**src/rtl/core/pssm_pkg.sv**
```systemverilog
`timescale 1ns / 1ps
`default_nettype none
// ----------------------------------------------------------------------------
// pssm_pkg
// Shared types and constants of the PSSM window scan.
// ----------------------------------------------------------------------------
package pssm_pkg;

  localparam int NUM_CODES = 20;
  localparam int NUM_TYPES = 3;
  localparam int CODE_W    = 5;
  localparam int POS_W     = 6;
  localparam int TYPE_W    = 2;
  localparam int SCORE_W   = 16;
  localparam int SUM_W     = 22;
  localparam int START_W   = 10;
  localparam int MINLEN_W  = 11;
  localparam int CYS_W     = 2;

  localparam logic [CODE_W-1:0] CYS_CODE = 5'd1;
  localparam logic [CYS_W-1:0]  CYS_NEEDED = 2'd2;

  localparam logic OP_LOAD    = 1'b0;
  localparam logic OP_RESIDUE = 1'b1;

  localparam logic REG_MIN_LEN = 1'b0;

  typedef logic signed [SUM_W-1:0] sum_t;
  typedef sum_t [NUM_TYPES-1:0] sum_vec_t;

  typedef struct packed {
    logic                wr_en;
    logic [POS_W-1:0]    wr_pos;
    logic [CODE_W-1:0]   wr_code;
    logic [TYPE_W-1:0]   wr_type;
    logic [SCORE_W-1:0]  wr_value;
    logic                rd_en;
    logic [CODE_W-1:0]   rd_code;
    logic                shift;
    logic                add;
  } cell_ctl_t;

endpackage
`default_nettype wire

```
**src/rtl/core/pssm_ram.sv**
```systemverilog
`timescale 1ns / 1ps
`default_nettype none
// ----------------------------------------------------------------------------
// pssm_ram
// Single-port-write, single-port-read RAM with registered read data.
// ----------------------------------------------------------------------------
module pssm_ram #(
  parameter int WIDTH = 16,
  parameter int DEPTH = 20
) (
  input  wire logic                                   clk,
  input  wire logic                                   wr_en,
  input  wire logic [((DEPTH > 1) ? $clog2(DEPTH) : 1)-1:0] wr_addr,
  input  wire logic [WIDTH-1:0]                       wr_data,
  input  wire logic                                   rd_en,
  input  wire logic [((DEPTH > 1) ? $clog2(DEPTH) : 1)-1:0] rd_addr,
  output logic      [WIDTH-1:0]                       rd_data
);

  logic [WIDTH-1:0] mem [DEPTH];

  always_ff @(posedge clk) begin
    if (wr_en) begin
      mem[wr_addr] <= wr_data;
    end
    if (rd_en) begin
      rd_data <= mem[rd_addr];
    end
  end

endmodule
`default_nettype wire

```
**src/rtl/core/pssm_cell.sv**
```systemverilog
`timescale 1ns / 1ps
`default_nettype none
// ----------------------------------------------------------------------------
// pssm_cell
// One template position: holds its score column per chain type and adds the
// residue score to the window sum handed on from the previous cell.
// ----------------------------------------------------------------------------
module pssm_cell #(
  parameter int INDEX = 0
) (
  input  wire logic                 clk,
  input  wire pssm_pkg::cell_ctl_t  ctl,
  input  wire pssm_pkg::sum_vec_t   acc_in,
  output pssm_pkg::sum_vec_t        acc
);

  logic [pssm_pkg::SCORE_W-1:0] rd_data [pssm_pkg::NUM_TYPES];
  pssm_pkg::sum_vec_t           acc_next;
  logic                         pos_hit;

  assign pos_hit = ctl.wr_en && (ctl.wr_pos == pssm_pkg::POS_W'(INDEX));

  for (genvar k = 0; k < pssm_pkg::NUM_TYPES; k++) begin : g_type
    pssm_ram #(
      .WIDTH (pssm_pkg::SCORE_W),
      .DEPTH (pssm_pkg::NUM_CODES)
    ) u_ram (
      .clk     (clk),
      .wr_en   (pos_hit && (ctl.wr_type == pssm_pkg::TYPE_W'(k))),
      .wr_addr (ctl.wr_code),
      .wr_data (ctl.wr_value),
      .rd_en   (ctl.rd_en),
      .rd_addr (ctl.rd_code),
      .rd_data (rd_data[k])
    );

    assign acc_next[k] = ctl.add ?
      $signed(acc_in[k]) + $signed({
        {(pssm_pkg::SUM_W - pssm_pkg::SCORE_W){rd_data[k][pssm_pkg::SCORE_W-1]}},
        rd_data[k]}) :
      acc_in[k];
  end

  always_ff @(posedge clk) begin
    if (ctl.shift) begin
      acc <= acc_next;
    end
  end

endmodule
`default_nettype wire

```
**config.mk**
```make
export PLATFORM = sky130hd
export DESIGN_NAME = pssm_cell
export DESIGN_NICKNAME = d
export VERILOG_FILES = /design/src/rtl/core/pssm_pkg.sv /design/src/rtl/core/pssm_ram.sv /design/src/rtl/core/pssm_cell.sv
export SDC_FILE = /design/constraint.sdc
export NUM_CORES = 1
export LEC_CHECK = 0
export BUFFER_PORTS_ARGS = -buffer_cell sky130_fd_sc_hd__buf_4
export CAP_MARGIN = 15
export CORE_MARGIN = 1.5
export CORE_UTILIZATION = 50
export DETAILED_ROUTE_END_ITERATION = 8
export MAX_ROUTING_LAYER = met4
export PLACE_DENSITY = 0.69
export SLEW_MARGIN = 20
export SYNTH_ARGS = -nofsm -noshare
export SYNTH_HDL_FRONTEND = slang
export SYNTH_SLANG_ARGS = --single-unit
```
**constraint.sdc**
```tcl
create_clock -name clk -period 3.07 [get_ports clk]
set_clock_uncertainty 0.2 [all_clocks]
set_input_delay 0.614 -clock clk [delete_from_list [all_inputs] [get_ports clk]]
set_output_delay 0.614 -clock clk [all_outputs]
set_load 0.01 [all_outputs]
```
## Word-level counts from Yosys, hierarchy flattened

Memories as Yosys holds them, arrays and structs flattened. A register that Yosys moved wholly into a read port is not among the register bits.
Cells that the tools add are included.

| storage, ports and cells | value |
|---|---|
| register bits after elaboration | 66 |
| latch bits | 0 |
| RAM bits | 960 |
| memory bits (read-only) | 0 |
| input port bits | 105 |
| output and inout bits | 66 |
| memories | 3 |

Memory list:

| memory | words | bits a word | rd ports | clocked after Yosys merged registers in | wr ports | line | text |
|---|---|---|---|---|---|---|---|
| g_type[0].u_ram.mem | 20 | 16 | 1 | 1 | 1 | pssm_ram.sv:20 | `logic [WIDTH-1:0] mem [DEPTH];` |
| g_type[1].u_ram.mem | 20 | 16 | 1 | 1 | 1 | pssm_ram.sv:20 |  |
| g_type[2].u_ram.mem | 20 | 16 | 1 | 1 | 1 | pssm_ram.sv:20 |  |

| operators by class | value |
|---|---|
| $add $sub $neg | 3 |
| multipliers | 0 |
| div/mod/pow operators | 0 |
| $lt $le $gt $ge | 0 |
| equality and inequality tests | 2 |
| shift-type cells | 0 |
| multiplexer cells | 9 |
| bitwise logic cells | 0 |
| reduce and logical (&&, ||, !) cells | 6 |

Operators with widths:

| cell | count |
|---|---|
| $add A22 B16 Y22 | 3 |
| $mux W22 | 3 |
| $logic_not A6 Y1 | 1 |
| $mux W1 | 6 |
| $logic_and A1 B1 Y1 | 4 |
| $eq A2 B1 Y1 const B | 1 |
| $eq A2 B2 Y1 const B | 1 |
| $logic_not A2 Y1 | 1 |

## Longest topological paths before layout

| depth | value |
|---|---|
| depth after elaboration | 5 |
| gate-level depth with buffers | 10 |
| depth with buffers taken out | 10 |

## Cells and area by module

A second synthesis with hierarchy kept.

| second synthesis, totals | value |
|---|---|
| cell total of the unflattened synthesis | 2681 |
| area, all modules | 44900.6 µm² |

By module, submodules not included:

| module | instances | cells an instance | area each (µm²) |
|---|---|---|---|
| pssm_ram | 3 | 682 | 12941.2 |
| pssm_cell | 1 | 635 | 6077.1 |

## Least setup slack after synthesis

Ideal clock, no wire load.

| timing path | value |
|---|---|
| kind | input port to flip-flop |
| start point | in acc_in[44] (netlist bit) |
| end point | reg acc[60] (netlist bit) (data pin) |
| library setup time | 260 ps |
| arrival time | 2697 ps |
| data required time | 2610 ps |
| slack | -87 ps |
| cell stages on the path | 10 |
| cells stage by stage | ha_1 fa_1 a21oi_1 o21ai_1 a21o_1 a2111oi_4 o21ai_1 a21boi_1 xnor2_1 mux2_2 |

RTL lines:

| what | line | text |
|---|---|---|
| from (decl) | pssm_cell.sv:13 | `input wire pssm_pkg::sum_vec_t acc_in,` |
| to (signal assigned) | pssm_cell.sv:46 | `acc <= acc_next;` |
| to (decl) | pssm_cell.sv:14 | `output pssm_pkg::sum_vec_t acc` |

==> results.cfg <==
[outcome]
status = finished, final reports clean

[layout]
final_common_cell = edfxtp_1
layout_common_cells = edfxtp_1, mux4_2, buf_4, clkbuf_16, nor2_1
drive_gt1_frac = 0.349
finalNonFillerCells = 3686
syn2layout_area_growth_pct = 17.1
nets = 2618
fin_area_um2 = 51500

[synthesis]
synth_xor_xnor_area_share = 0.00996
synth.area.mux_share = 0.172
yosysWarnings = 0
synthCells = 2095
async_flop_share = 0
syn-num-nets = 2266
synth_cell_types = 65
ys.flop_type = edfxtp_1
synth_area_um2 = 44000
synth_top_family_by_area = multiplexers
synth_adder_area_share = 0.0193
synth-compound-area-share = 0.0283
ys_ff_latch = 1074
avgSynthCellArea_um2 = 21.0
synthSimpleGateAreaFrac = 0.0242
synth_edf_count = 1074
synth_seq_area_share = 0.733

[route]
first_pass_iters = 5
drc = 0
top_layer = met4
met3WireLength_um = 7780
drtAntennaViolNets = 0
wire_per_inst_um = 25.9
viasPerCell = 5.97
drt_iter0_drc = 2433
finalWirelength_um = 95400
drt-met1-wl_um = 39100
vias = 22000
dr_wl_met2_um = 46500

[clock_network]
clk_pin_slew_ns = 0.06
cts_buffer_depth = 3
cts.htree.levels = 3
cts_buffers = 102
clk_latency_ns = 0.67
cts_root_buffer = clkbuf_16
cts_tree = built
cts.sinks = 1074

[global_routing]
track_usage = 0.221
first_global_vias = 22800
grt_overflow = 0
grt_max_degree = 76
grt_pass1_wl_um = 143000
antenna_found_initial = 11

[place]
placed_cell_area_um2 = 48200
port_buffers = 170
dp_cells = 3492
pre_cts_ws_ns = -0.362
hpwl_um = 60300
place_congestion = 0.884

[timing]
setup_viol = 0
final_max_slew_viol_count = 0
rsz0062_at_grt = yes
finalCritPeriodShare = 0.972
worst_pin_slew_ns = 0.845
fin_setup_tns_ns = 0
hold_viol_final = 0
fmax_mhz = 335
min_period_ns = 2.98
fin_ws_ns = 0.0861
maxSlewHeadroom = 0.436

[setup_path]
cp_slowest_cell = edfxtp_1
crit_buf_inv = 0
required_ns = 3.29
path_cells = ha_4 -> fa_2 -> a21oi_4 -> o21ai_2 -> a21o_1 -> a2111oi_4 -> nor2_1 -> o211ai_1 -> or3b_4 -> nand3_2
cp_top_family = compound AO/OA/AOI/OAI gates
endpoint_kind = register
critPathArrivalTime_ns = 3.21
critPathMaxFanout = 4
criticalPathCategory = register to register
crit_path_start_kind = register
cpPeakStageDelay_ns = 0.42

[worst_hold_path]
min-delay-path-class = primary input to register

[run]
max_cap_viol_count = 0

[floorplanning]
start_util = 0.506
dieArea_um2 = 89700
die_y_um = 300
dieWidth_um = 300
ios = 171
coreArea_um2 = 86900
fp-row-count = 108

[pwr]
total_power_mw = 31.1
irDropWorstVdd_v = 0.000451
power.density_nw_per_um2 = 605
leakage_nw = 16.9
## per-layer routing
metal  global-route usage  vias to the layer above
met4               0.0607                        0
met2                0.350                      899
met5                    -                        -
met3               0.0376                      127
li1                     -                     9485
met1                0.300                    11500
## synth_stat cells, types with 6 or more instances
| cell | n | area [µm²] |
|---|---|---|
| nand3_1 | 19 | 95.1 |
| xor2_1 | 24 | 210 |
| buf_2 | 17 | 85.1 |
| mux4_2 | 288 | 6490 |
| a211oi_1 | 7 | 52.6 |
| nand4_1 | 8 | 50.1 |
| o21a_1 | 7 | 52.6 |
| a21o_1 | 30 | 225 |
| o21bai_1 | 7 | 52.6 |
| ha_1 | 63 | 788 |
| xnor2_1 | 26 | 228 |
| nand2_1 | 45 | 169 |
| clkbuf_1 | 55 | 206 |
| mux2_2 | 95 | 1070 |
| edfxtp_1 | 1074 | 32300 |
| inv_1 | 15 | 56.3 |
| o31ai_1 | 7 | 52.6 |
| buf_1 | 6 | 22.5 |
| nor3b_1 | 6 | 45.0 |
| o21ai_0 | 17 | 85.1 |
| buf_6 | 17 | 191 |
| nor3_1 | 18 | 90.1 |
| nor2_1 | 97 | 364 |
| o21ai_1 | 9 | 45.0 |
| o211ai_1 | 8 | 60.1 |
| a21oi_1 | 56 | 280 |
## through the flow
step           hold WS, ns   util
2_1_floorplan        0.435      -
4_1_cts            0.00213  0.591
3_3_place_gp         0.468  0.555
6_report            0.0399  0.592
5_1_grt             0.0304  0.592
3_5_place_dp         0.464  0.555
## where the power goes
part / internal, mW / leakage [nW] / switching (mW)
sequential: 16.4 / 9.74 / 0.0621
combinational: 1.29 / 5.65 / 1.42
clock: 6.73 / 1.55 / 5.27
total: 24.4 / 16.9 / 6.75
## final cells by class
cell class / instances / area [µm²]
diodes: 5 / 12.5
clock buffers: 119 / 2640
clock inverters: 64 / 538
fillers: 6102 / 35400
inverters: 15 / 56.3
multi-input cells: 910 / 11200
flip-flops and latches: 1074 / 32300
well taps: 1155 / 1450
repair buffers: 344 / 3320
## repair_timing
item / in CTS / in global routing
pin swaps: 1 / 15
buffers inserted: 0 / 3
endpoints found under the setup margin: 1 / 9
hold endpoints to repair: 3 / 0
cloned: 0 / 0
hold buffers: 3 / 0
resized for setup: 0 / 10
## path summary, 6_finish.rpt
check             slack (ns)  cells past startpoint      end                       start
setup / recovery        0.09                     10  acc[64]  g_type[2].u_ram.rd_data[0]
hold / removal          0.04                      2  acc[35]                  acc_in[35]
setup reg to reg        0.09                     10  acc[64]  g_type[2].u_ram.rd_data[0]
hold reg to reg         0.51                      2  acc[22]  g_type[1].u_ram.rd_data[0]
## registers in the layout, indices dropped and copies added (netlist names)
| name | cells |
|---|---|
| acc | 66 |
| g_type.u_ram.mem | 960 |
| g_type.u_ram.rd_data | 48 |
## kinds of logic after synthesis
kind of cell / Yosys count
fa+ha+maj: 66
mux: 383
flops: 1074
simple gates: 227
buf+inv: 111
xor+xnor: 50
compound gates: 184
(Power assumes the default switching activity.)
